## src/sv/nwt_pkg.sv

```systemverilog
`timescale 1ns / 1ps
package nwt_pkg;

  localparam int NumGroups = 4;
  localparam int SlotsPerGroup = 5;
  localparam int NumSlots = NumGroups * SlotsPerGroup;

  typedef logic [3:0] digit_t;
  typedef logic [4:0] word_t;

  localparam word_t W_ZERO     = 5'd0;
  localparam word_t W_TEN      = 5'd10;
  localparam word_t W_TWENTY   = 5'd20;
  localparam word_t W_HUNDRED  = 5'd28;
  localparam word_t W_THOUSAND = 5'd29;
  localparam word_t W_MILLION  = 5'd30;
  localparam word_t W_BILLION  = 5'd31;

  typedef struct packed {
    logic [NumSlots-1:0]        mask;
    word_t [NumSlots-1:0]       code;
  } tok_entry_t;

  typedef struct packed {
    logic       valid;
    tok_entry_t data;
  } fifo_rd_t;

endpackage

```

## src/sv/nwt_if.sv

```systemverilog
`timescale 1ns / 1ps
interface nwt_in_if;
  import nwt_pkg::*;
  logic   valid;
  logic   ready;
  digit_t digit_11;
  digit_t digit_10;
  digit_t digit_9;
  digit_t digit_8;
  digit_t digit_7;
  digit_t digit_6;
  digit_t digit_5;
  digit_t digit_4;
  digit_t digit_3;
  digit_t digit_2;
  digit_t digit_1;
  digit_t digit_0;

  modport source (output valid, digit_11, digit_10, digit_9, digit_8, digit_7, digit_6,
                  digit_5, digit_4, digit_3, digit_2, digit_1, digit_0, input ready);
  modport sink (input valid, digit_11, digit_10, digit_9, digit_8, digit_7, digit_6,
                digit_5, digit_4, digit_3, digit_2, digit_1, digit_0, output ready);
endinterface

interface nwt_out_if;
  import nwt_pkg::*;
  logic  valid;
  logic  ready;
  word_t word_code;
  logic  last_word;

  modport source (output valid, word_code, last_word, input ready);
  modport sink (input valid, word_code, last_word, output ready);
endinterface

```

## src/sv/nwt_front.sv

```systemverilog
`timescale 1ns / 1ps
module nwt_front
  import nwt_pkg::*;
(
  nwt_in_if.sink     in_ch,
  input  logic       fifo_full,
  output logic       push,
  output tok_entry_t push_data
);

  digit_t [NumGroups*3-1:0] dig;

  assign dig = {in_ch.digit_11, in_ch.digit_10, in_ch.digit_9,
                in_ch.digit_8, in_ch.digit_7, in_ch.digit_6,
                in_ch.digit_5, in_ch.digit_4, in_ch.digit_3,
                in_ch.digit_2, in_ch.digit_1, in_ch.digit_0};

  assign in_ch.ready = !fifo_full;
  assign push        = in_ch.valid && !fifo_full;

  always_comb begin
    digit_t h, t, o;
    int     b;
    tok_entry_t e;
    e = '0;
    for (int g = 0; g < NumGroups; g++) begin
      h = dig[NumGroups*3-1 - g*3];
      t = dig[NumGroups*3-2 - g*3];
      o = dig[NumGroups*3-3 - g*3];
      b = g * SlotsPerGroup;
      if (h >= 4'd1 && h <= 4'd9) begin
        e.mask[b]     = 1'b1;
        e.code[b]     = {1'b0, h};
        e.mask[b + 1] = 1'b1;
        e.code[b + 1] = W_HUNDRED;
      end
      if (t == 4'd1) begin
        if (o <= 4'd9) begin
          e.mask[b + 2] = 1'b1;
          e.code[b + 2] = W_TEN + {1'b0, o};
        end
      end else begin
        if (t >= 4'd2 && t <= 4'd9) begin
          e.mask[b + 2] = 1'b1;
          e.code[b + 2] = W_TWENTY + {1'b0, t} - 5'd2;
        end
        if (o >= 4'd1 && o <= 4'd9) begin
          e.mask[b + 3] = 1'b1;
          e.code[b + 3] = {1'b0, o};
        end
      end
      if (g < NumGroups - 1 && |e.mask[b +: SlotsPerGroup]) begin
        e.mask[b + 4] = 1'b1;
        e.code[b + 4] = (g == 0) ? W_BILLION : ((g == 1) ? W_MILLION : W_THOUSAND);
      end
    end
    if (e.mask == '0) begin
      e.mask[0] = 1'b1;
      e.code[0] = W_ZERO;
    end
    push_data = e;
  end

endmodule

```

## src/sv/nwt_fifo.sv

```systemverilog
`timescale 1ns / 1ps
module nwt_fifo
  import nwt_pkg::*;
(
  input  logic       clk,
  input  logic       rst_n,
  input  logic       push,
  input  tok_entry_t push_data,
  output logic       full,
  input  logic       pop,
  output fifo_rd_t   rd
);

  tok_entry_t mem_r [2];
  logic       wr_ptr_r, wr_ptr_nxt;
  logic       rd_ptr_r, rd_ptr_nxt;
  logic [1:0] count_r, count_nxt;

  assign full     = (count_r == 2'd2);
  assign rd.valid = (count_r != 2'd0);
  assign rd.data  = mem_r[rd_ptr_r];

  always_comb begin
    wr_ptr_nxt = wr_ptr_r + 1'b1;
    rd_ptr_nxt = rd_ptr_r + 1'b1;
    count_nxt  = count_r + 2'(push) - 2'(pop);
  end

  always_ff @(posedge clk) begin
    if (push) begin
      mem_r[wr_ptr_r] <= push_data;
    end
  end

  always_ff @(posedge clk) begin
    if (!rst_n) begin
      wr_ptr_r <= 1'b0;
      rd_ptr_r <= 1'b0;
      count_r  <= 2'd0;
    end else begin
      if (push) wr_ptr_r <= wr_ptr_nxt;
      if (pop)  rd_ptr_r <= rd_ptr_nxt;
      count_r <= count_nxt;
    end
  end

endmodule

```

## src/sv/nwt_back.sv

```systemverilog
`timescale 1ns / 1ps
module nwt_back
  import nwt_pkg::*;
(
  input  logic       clk,
  input  logic       rst_n,
  input  fifo_rd_t   rd,
  output logic       pop,
  nwt_out_if.source  out_ch
);

  logic                cur_valid_r, cur_valid_nxt;
  logic [NumSlots-1:0] cur_mask_r, cur_mask_nxt;
  word_t [NumSlots-1:0] cur_code_r;
  logic                out_valid_r;
  word_t               out_word_r;
  logic                out_last_r;

  logic                adv, emit, last;
  logic [NumSlots-1:0] lsb, rest;
  word_t               sel;

  assign lsb  = cur_mask_r & (~cur_mask_r + NumSlots'(1));
  assign rest = cur_mask_r & ~lsb;
  assign last = (rest == '0);
  assign adv  = !out_valid_r || out_ch.ready;
  assign emit = cur_valid_r && adv;
  assign pop  = rd.valid && (!cur_valid_r || (emit && last));

  always_comb begin
    sel = '0;
    for (int i = 0; i < NumSlots; i++) begin
      sel = sel | ({5{lsb[i]}} & cur_code_r[i]);
    end
  end

  always_comb begin
    cur_valid_nxt = cur_valid_r;
    cur_mask_nxt  = cur_mask_r;
    if (pop) begin
      cur_valid_nxt = 1'b1;
      cur_mask_nxt  = rd.data.mask;
    end else if (emit) begin
      cur_valid_nxt = !last;
      cur_mask_nxt  = rest;
    end
  end

  assign out_ch.valid     = out_valid_r;
  assign out_ch.word_code = out_word_r;
  assign out_ch.last_word = out_last_r;

  always_ff @(posedge clk) begin
    if (pop) cur_code_r <= rd.data.code;
    cur_mask_r <= cur_mask_nxt;
    if (emit) begin
      out_word_r <= sel;
      out_last_r <= last;
    end
  end

  always_ff @(posedge clk) begin
    if (!rst_n) begin
      cur_valid_r <= 1'b0;
      out_valid_r <= 1'b0;
    end else begin
      cur_valid_r <= cur_valid_nxt;
      if (adv) out_valid_r <= emit;
    end
  end

endmodule

```

## src/sv/number_to_word_tokens.sv

```systemverilog
`timescale 1ns / 1ps
// Spells a twelve-digit decimal number as English word tokens.
// in_ch: one request per number, digits digit_11 (most significant) down to
//   digit_0, accepted when valid and ready are both high.
// out_ch: one word token per handshake, most significant word first;
//   last_word marks the final token of a number.
// A number yields 1 to 19 tokens. One token leaves per cycle from the
// output register while the receiver holds ready high, so the output
// port sets the throughput. A new request is taken every cycle while the
// two-entry queue between the classifier and the token sequencer has room.
// When the back end is free, the first token of a request passes from the
// queue entry through the sequencer register to the output register.
// Reset (synchronous, rst_n low) empties the queue, the sequencer and the
// output register. When the receiver holds ready low, the current token
// stays on out_ch, the sequencer holds, the queue fills, and in_ch.ready
// drops once both queue entries are taken.
module number_to_word_tokens
  import nwt_pkg::*;
(
  input  logic      clk,
  input  logic      rst_n,
  nwt_in_if.sink    in_ch,
  nwt_out_if.source out_ch
);

  logic       fifo_full;
  logic       push;
  tok_entry_t push_data;
  logic       pop;
  fifo_rd_t   rd;

  nwt_front u_front (
    .in_ch     (in_ch),
    .fifo_full (fifo_full),
    .push      (push),
    .push_data (push_data)
  );

  nwt_fifo u_fifo (
    .clk       (clk),
    .rst_n     (rst_n),
    .push      (push),
    .push_data (push_data),
    .full      (fifo_full),
    .pop       (pop),
    .rd        (rd)
  );

  nwt_back u_back (
    .clk    (clk),
    .rst_n  (rst_n),
    .rd     (rd),
    .pop    (pop),
    .out_ch (out_ch)
  );

endmodule

```

## src/flat_wrapper.sv

```systemverilog
// flat-port wrapper written by rule: the top's interface ports become plain ports
module number_to_word_tokens_flat import nwt_pkg::*;
  (clk, rst_n, in_ch_valid, in_ch_digit_11, in_ch_digit_10, in_ch_digit_9, in_ch_digit_8, in_ch_digit_7, in_ch_digit_6, in_ch_digit_5, in_ch_digit_4, in_ch_digit_3, in_ch_digit_2, in_ch_digit_1, in_ch_digit_0, in_ch_ready, out_ch_valid, out_ch_word_code, out_ch_last_word, out_ch_ready);
  nwt_in_if in_ch_i ();
  nwt_out_if out_ch_i ();
  input  logic clk;
  input  logic rst_n;
  input wire logic [$bits(in_ch_i.valid)-1:0] in_ch_valid;
  input wire logic [$bits(in_ch_i.digit_11)-1:0] in_ch_digit_11;
  input wire logic [$bits(in_ch_i.digit_10)-1:0] in_ch_digit_10;
  input wire logic [$bits(in_ch_i.digit_9)-1:0] in_ch_digit_9;
  input wire logic [$bits(in_ch_i.digit_8)-1:0] in_ch_digit_8;
  input wire logic [$bits(in_ch_i.digit_7)-1:0] in_ch_digit_7;
  input wire logic [$bits(in_ch_i.digit_6)-1:0] in_ch_digit_6;
  input wire logic [$bits(in_ch_i.digit_5)-1:0] in_ch_digit_5;
  input wire logic [$bits(in_ch_i.digit_4)-1:0] in_ch_digit_4;
  input wire logic [$bits(in_ch_i.digit_3)-1:0] in_ch_digit_3;
  input wire logic [$bits(in_ch_i.digit_2)-1:0] in_ch_digit_2;
  input wire logic [$bits(in_ch_i.digit_1)-1:0] in_ch_digit_1;
  input wire logic [$bits(in_ch_i.digit_0)-1:0] in_ch_digit_0;
  output wire logic [$bits(in_ch_i.ready)-1:0] in_ch_ready;
  output wire logic [$bits(out_ch_i.valid)-1:0] out_ch_valid;
  output wire logic [$bits(out_ch_i.word_code)-1:0] out_ch_word_code;
  output wire logic [$bits(out_ch_i.last_word)-1:0] out_ch_last_word;
  input wire logic [$bits(out_ch_i.ready)-1:0] out_ch_ready;
  assign in_ch_i.valid = in_ch_valid;
  assign in_ch_i.digit_11 = in_ch_digit_11;
  assign in_ch_i.digit_10 = in_ch_digit_10;
  assign in_ch_i.digit_9 = in_ch_digit_9;
  assign in_ch_i.digit_8 = in_ch_digit_8;
  assign in_ch_i.digit_7 = in_ch_digit_7;
  assign in_ch_i.digit_6 = in_ch_digit_6;
  assign in_ch_i.digit_5 = in_ch_digit_5;
  assign in_ch_i.digit_4 = in_ch_digit_4;
  assign in_ch_i.digit_3 = in_ch_digit_3;
  assign in_ch_i.digit_2 = in_ch_digit_2;
  assign in_ch_i.digit_1 = in_ch_digit_1;
  assign in_ch_i.digit_0 = in_ch_digit_0;
  assign in_ch_ready = in_ch_i.ready;
  assign out_ch_valid = out_ch_i.valid;
  assign out_ch_word_code = out_ch_i.word_code;
  assign out_ch_last_word = out_ch_i.last_word;
  assign out_ch_i.ready = out_ch_ready;
  number_to_word_tokens u_core (.clk(clk), .rst_n(rst_n), .in_ch(in_ch_i), .out_ch(out_ch_i));
endmodule
```

## config.mk

```make
export PLATFORM = sky130hd
export DESIGN_NAME = number_to_word_tokens_flat
export DESIGN_NICKNAME = d
export VERILOG_FILES = /design/src/sv/nwt_pkg.sv /design/src/sv/nwt_if.sv /design/src/sv/nwt_front.sv /design/src/sv/nwt_fifo.sv /design/src/sv/nwt_back.sv /design/src/sv/number_to_word_tokens.sv /design/src/flat_wrapper.sv
export SDC_FILE = /design/constraint.sdc
export NUM_CORES = 1
export LEC_CHECK = 0
export ABC_AREA = 1
export BUFFER_PORTS_ARGS = -buffer_cell sky130_fd_sc_hd__clkbuf_2
export CORE_ASPECT_RATIO = 2
export CORE_MARGIN = 2
export CORE_UTILIZATION = 68
export CTS_CLUSTER_SIZE = 10
export DETAILED_ROUTE_END_ITERATION = 6
export PLACE_DENSITY = 0.86
export SETUP_SLACK_MARGIN = 0.02
export SYNTH_ARGS = -nofsm -noshare
export SYNTH_HDL_FRONTEND = slang
export SYNTH_HIERARCHICAL = 1
export SYNTH_SLANG_ARGS = --single-unit
```

## constraint.sdc

```tcl
create_clock -name clk -period 12 [get_ports clk]
set_input_delay 1.8 -clock clk [delete_from_list [all_inputs] [get_ports clk]]
set_output_delay 1.8 -clock clk [all_outputs]
set_load 0.01 [all_outputs]
```

; ---- Yosys cells after proc, flatten, opt, wreduce, memory -nomap -nowiden
; Memories as Yosys holds them, arrays and structs flattened. A register that Yosys moved wholly into a read port is not among the register bits.
; Cells that the tools add are included.
[word_totals]
memories = 1
reg_bits = 132
input_bits = 52
wordCells = 211
ramBits = 220
out_inout_bits = 8
[op_classes]
order_cmp = 24
mux = 64
bitwise_logic = 43
reduce_logical = 29
n_eq_ne = 5
addsub = 17
[memory_table]
columns = name, words, width, rd, rd_clocked_by_memory_dff, write_ports, line_no
row1 = u_core.u_fifo.mem_r, 2, 110, 1, 1, 1, nwt_fifo.sv:14  ; tok_entry_t mem_r [2];
[op_table]
columns = operator, count
row1 = $and A5 B5 Y5, 20
row2 = $or A5 B5 Y5, 19
row3 = $mux W5, 16
row4 = $le A4 B4 Y1 const B, 12
row5 = $and A20 B20 Y20, 2
row6 = $mux W10, 4
row7 = $mux W20, 2
row8 = $not A20 Y20, 2
row9 = $ge A4 B1 Y1 const B, 8
row10 = $mux W4, 8
row11 = $mux W1, 30
row12 = $add A20 B1 Y20 const B, 1
row13 = $add A4 B4 Y5 const A, 4
row14 = $add A5 B4 Y5 const A, 4
row15 = $logic_not A20 Y1, 1
row16 = $sub A5 B2 Y5 const B, 4
row17 = $logic_not A19 Y1, 1
row18 = $eq A4 B1 Y1 const B, 4
row19 = $ge A4 B2 Y1 const B, 4
row20 = $logic_and A1 B1 Y1, 16
row21 = $reduce_or A4 Y1, 3
row22 = $mux W2, 4
row23 = $logic_not A1 Y1, 4
row24 = $reduce_bool A2 Y1, 2
row25 = 5 further kinds, 7

; ---- Depth between registers and ports, before layout
[depth]
ltp_word = 23
depth_mapped = 21
depth_no_buf = 19

; ---- Modules after synthesis
; Netlist, hierarchy kept.
[by_module_without_submodules]
columns = module, seq_area_each_um2, n_inst, area_each_um2, cells_each
row1 = nwt_fifo, 7307.0, 1, 8917.3, 406
row2 = nwt_back, 3823.7, 1, 5536.6, 499
row3 = nwt_front, 0.0, 1, 1609.0, 277

; ---- Least setup slack after synthesis
; OpenSTA, ideal clock, no wires.
[synth_timing]
kind = input -> register
start = input in_ch_valid
end = memory u_core/u_fifo/mem_r[0][0] (netlist name), enable pin
path_slack_ns = 4.336
path_buffers = 0
arrival_time_ns = 7.063
t_required_ns = 11.399
setup_ns = 0.601
cell_stages = 4
path_cell_list = inv_1 -> nor2_1 -> inv_1 -> nor2_1
[synth_via]
elab_chain_cells = 3
[synth_lines]
columns = element, line_no
row1 = start: declaration, flat_wrapper.sv:8  ; input wire logic [$bits(in_ch_i.valid)-1:0] in_ch_valid;
row2 = $logic_and A1 B1 Y1, nwt_front.sv:19  ; assign push = in_ch.valid && !fifo_full;
row3 = via u_core.push, number_to_word_tokens.sv:27  ; logic push;
row4 = $mux W1, nwt_fifo.sv:30  ; if (push) begin
row5 = $mux W1 (not written as such), nwt_fifo.sv:31  ; mem_r[wr_ptr_r] <= push_data;
row6 = end: declaration, nwt_fifo.sv:14
; The timed path passes the listed nets, and every way through them passes these cells.

; ---- Worst setup path after layout
[layout_timing]
start = input out_ch_ready
end = register u_core/u_back/cur_code_r[48] (netlist name), enable pin
[layout_via]
elab_chain_cells = 5
[layout_lines]
columns = element, line_no
row1 = start: declaration, flat_wrapper.sv:25  ; input wire logic [$bits(out_ch_i.ready)-1:0] out_ch_ready;
row2 = $logic_or A1 B1 Y1, nwt_back.sv:26  ; assign adv = !out_valid_r || out_ch.ready;
row3 = $logic_and A1 B1 Y1, nwt_back.sv:27  ; assign emit = cur_valid_r && adv;
row4 = $logic_and A1 B1 Y1, nwt_back.sv:28  ; assign pop = rd.valid && (!cur_valid_r || (emit && last));
row5 = $logic_or A1 B1 Y1, nwt_back.sv:28
row6 = $logic_and A1 B1 Y1, nwt_back.sv:28
row7 = via u_core.pop, number_to_word_tokens.sv:29  ; logic pop;
row8 = end signal: assignment, nwt_back.sv:54  ; if (pop) cur_code_r <= rd.data.code;
row9 = end: declaration, nwt_back.sv:14  ; word_t [NumSlots-1:0] cur_code_r;
; The timed path passes the listed nets, and every way through them passes these cells.
; A chain may end at the register's enable or synchronous reset.

==> run_results.csv <==
group,metric,value,unit
setup_path,cp-end-kind,"register",
route,drtPass1Iterations,5,
sta,slew_headroom,23.55,%
route,vias_per_cell,5.746,
synthesis,synth-seq-area-share,69.29,%
cts,root_buffer,"clkbuf_16",
route,drt_wl_total,29.14,mm
cells_and_area,nFillCells,1320,
floorplan,core_area,23230,sq um
cells_and_area,postLayoutCoreUtil,75.05,%
route,via_count,8814,
sta,fin_skew,13.39,ps
global_route,grt_max_degree,80,
placed_design,routabilityCongestion,0.9755,
placed_design,portBuffers,59,
cts,path_clk_slew,50,ps
floorplan,start_util,69.15,%
floorplan,die_y,221.4,um
synthesis,synth_top_area_share,68.42,%
run,drv_cap,0,
floorplan,rows,79,
route,ant_nets,0,
cts,cts_tree,"built",
sta,rsz0062_at_grt,"no",
setup_path,required,12140,ps
cts,clock_sinks,373,
global_route,grt_antenna_before_repair,0,
setup_path,crit_arrival,3980,ps
synthesis,ys_ff_latch,373,
route,drt_iter0_drc,702,
power,p_total,0.003971,W
synthesis,async_reset_ff_share,0,%
route,route.detailed.wl_per_inst,19.00,um
floorplan,die-area,24940,sq um
cells_and_area,final_common_cell,"edfxtp_1",
synthesis,synth.avg_cell_area,13.59,sq um
synthesis,ys.flop_type,"edfxtp_1",
sta,finalMaxSlewViolations,0,
sta,hold_viol,0,
cts,clk_latency,530,ps
cells_and_area,area_growth,8.530,%
cts,numCtsBuffers,43,
sta,fin_crit_sh,32.02,%
cts,postCtsHoldBufs,0,
synthesis,ys_types,38,
cells_and_area,final_cell_mix,"edfxtp_1 (366), nand2_1 (199), mux2_2 (120), inv_1 (110), nor2_1 (89)",
global_route,grt_pass1_wl,45.66,mm
placed_design,place_hpwl,18.86,mm
sta,finalSetupTns,0,ps
cts,cts_resized,0,
sta,setup_viol,0,
sta,clock.fmax,260.3,MHz
floorplan,die_w,112.7,um
cells_and_area,drive_gt1_share,24.06,%
hold_path,holdCritPathClass,"reg2reg",
sta,worstMarginPinSlew,1147,ps
global_route,groute.usage.overall,23.64,%
global_route,gr-total-overflow,0,
power,p_per_area,227.8,nW/um^2
outcome,status,"completed",
cts,postCtsSetupBuffers,0,
synthesis,yosysTopAreaCell,"edfxtp_1",
power,ir_drop,0.1700,mV
global_route,grt_pass1_vias,9084,
cts,h-tree-depth,2,
sta,min_period,3842,ps
sta,setup_ws,8158,ps
synthesis,ys_warn_count,6,
synthesis,synth-edff-count,366,
setup_path,startpoint_type,"input port",
setup_path,criticalPathCategory,"in2reg",
placed_design,dpl_worst_slack,7639,ps
cells_and_area,diodes,0,
synthesis,synth_area,16060,sq um
synthesis,postSynthCellCount,1182,
floorplan,ios,60,
power,leakage,6.609,nW
cells_and_area,nets,1304,
cts,clock_path_buffers,3,
route,route.detailed.drc,0,
synthesis,synth.area.top_cells,"edfxtp_1 (68%), mux2_2 (8.4%), nand2_1 (4.7%)",
setup_path,worstPathMaxFanout,68,
setup_path,r2r_slack,8190,ps
## cells by family after synthesis
kind of cell	synth area share, %
muxes	8.413
DFF	69.29
other	0.02335
buffers and inverters	6.418
adders and majority gates	0.7789
AOI/OAI and AO/OA	2.134
xor gates and xnor gates	0.4362
and+or+nand+nor	12.50
## power by group
part           internal (W)  switching (W)  total (W)  leakage [nW]
combinational      0.000296       0.000537   0.000833          2.58
sequential          0.00186       0.000162    0.00202          3.46
clock              0.000665       0.000450    0.00112         0.569
total               0.00282        0.00115    0.00397          6.61
## flip-flops by register name (all words and copies together) (netlist names), named ones only
signal and flops:
u_core/u_back/cur_code_r 100, u_core/u_back/cur_mask_r 20, u_core/u_back/cur_valid_r 1, u_core/u_back/out_ch.last_word 1
u_core/u_back/out_ch.valid 1, u_core/u_back/out_ch.word_code 5, u_core/u_fifo/count_r 2, u_core/u_fifo/mem_r 240
u_core/u_fifo/rd_ptr_r 1, u_core/u_fifo/wr_ptr_r 1
## routing by layer
metal  track usage (%)  up-vias  part of all wire [%]
met1             27.22     4243                    36
li1                  -     4168                     -
met5                 0        -                     0
met4             11.05        0                   4.4
met2             43.36      317                    55
met3             2.657       86                   4.9
## path summary, 6_finish.rpt
kind	start	to	cells after the start
max reg2reg	u_core/u_back/cur_mask_r[0]$_SDFFCE_PN0P_	u_core/u_back/cur_code_r[48]$_DFFE_PP_	12
min reg2reg	u_core/u_fifo/rd_ptr_r$_SDFFE_PN0P_	register	2
max	out_ch_ready	u_core/u_back/cur_code_r[48]$_DFFE_PP_	8
min	u_core/u_fifo/rd_ptr_r$_SDFFE_PN0P_	register	2
## synthesized netlist by cell type, types with 3 or more instances
cell type,instances
nor3b_1,3
o21ai_0,11
nand2_4,9
nand4_2,3
nor2_1,90
o21ai_1,4
buf_4,52
xor2_1,4
edfxtp_1,366
nand2_2,17
nand3_1,58
mux2_2,120
xnor2_1,4
nand4_1,9
buf_6,16
a21oi_1,13
dfxtp_1,7
nor3_1,6
o22ai_1,20
nand2_1,199
nor2_2,13
ha_1,10
o21ai_2,3
nor2_4,6
inv_1,112
inv_2,6
a221oi_1,4
## metrics by stage
step / cells / hold WS [ps] / cell area [sq um]
after floorplan: 1205 / 466.4 / 16150
after global placement: 1480 / 475.7 / 16270
after detailed placement: 1480 / 484.7 / 16270
after CTS: 1534 / 496.9 / 17430
after global routing: 1534 / 522.7 / 17430
final: 1534 / 495.4 / 17430
## critical path, cell delays in order
cell and delay (ps):
clkbuf_2 80, inv_1 30, nand2_1 120, nand4_2 160, nand2_4 260, nand2_4 230
inv_4 440, buf_4 770
## layout make-up
cell class	count	area (sq um)	share of cell area, %
flip-flops and latches	373	11130	63.87
inverters	118	447.9	2.569
repair buffers	64	332.8	1.909
multi-input cells	642	3999	22.94
well taps	283	354.1	2.031
clock inverters	1	8.758	0.05024
clock buffers	53	1156	6.632
(Power assumes the default switching activity.)
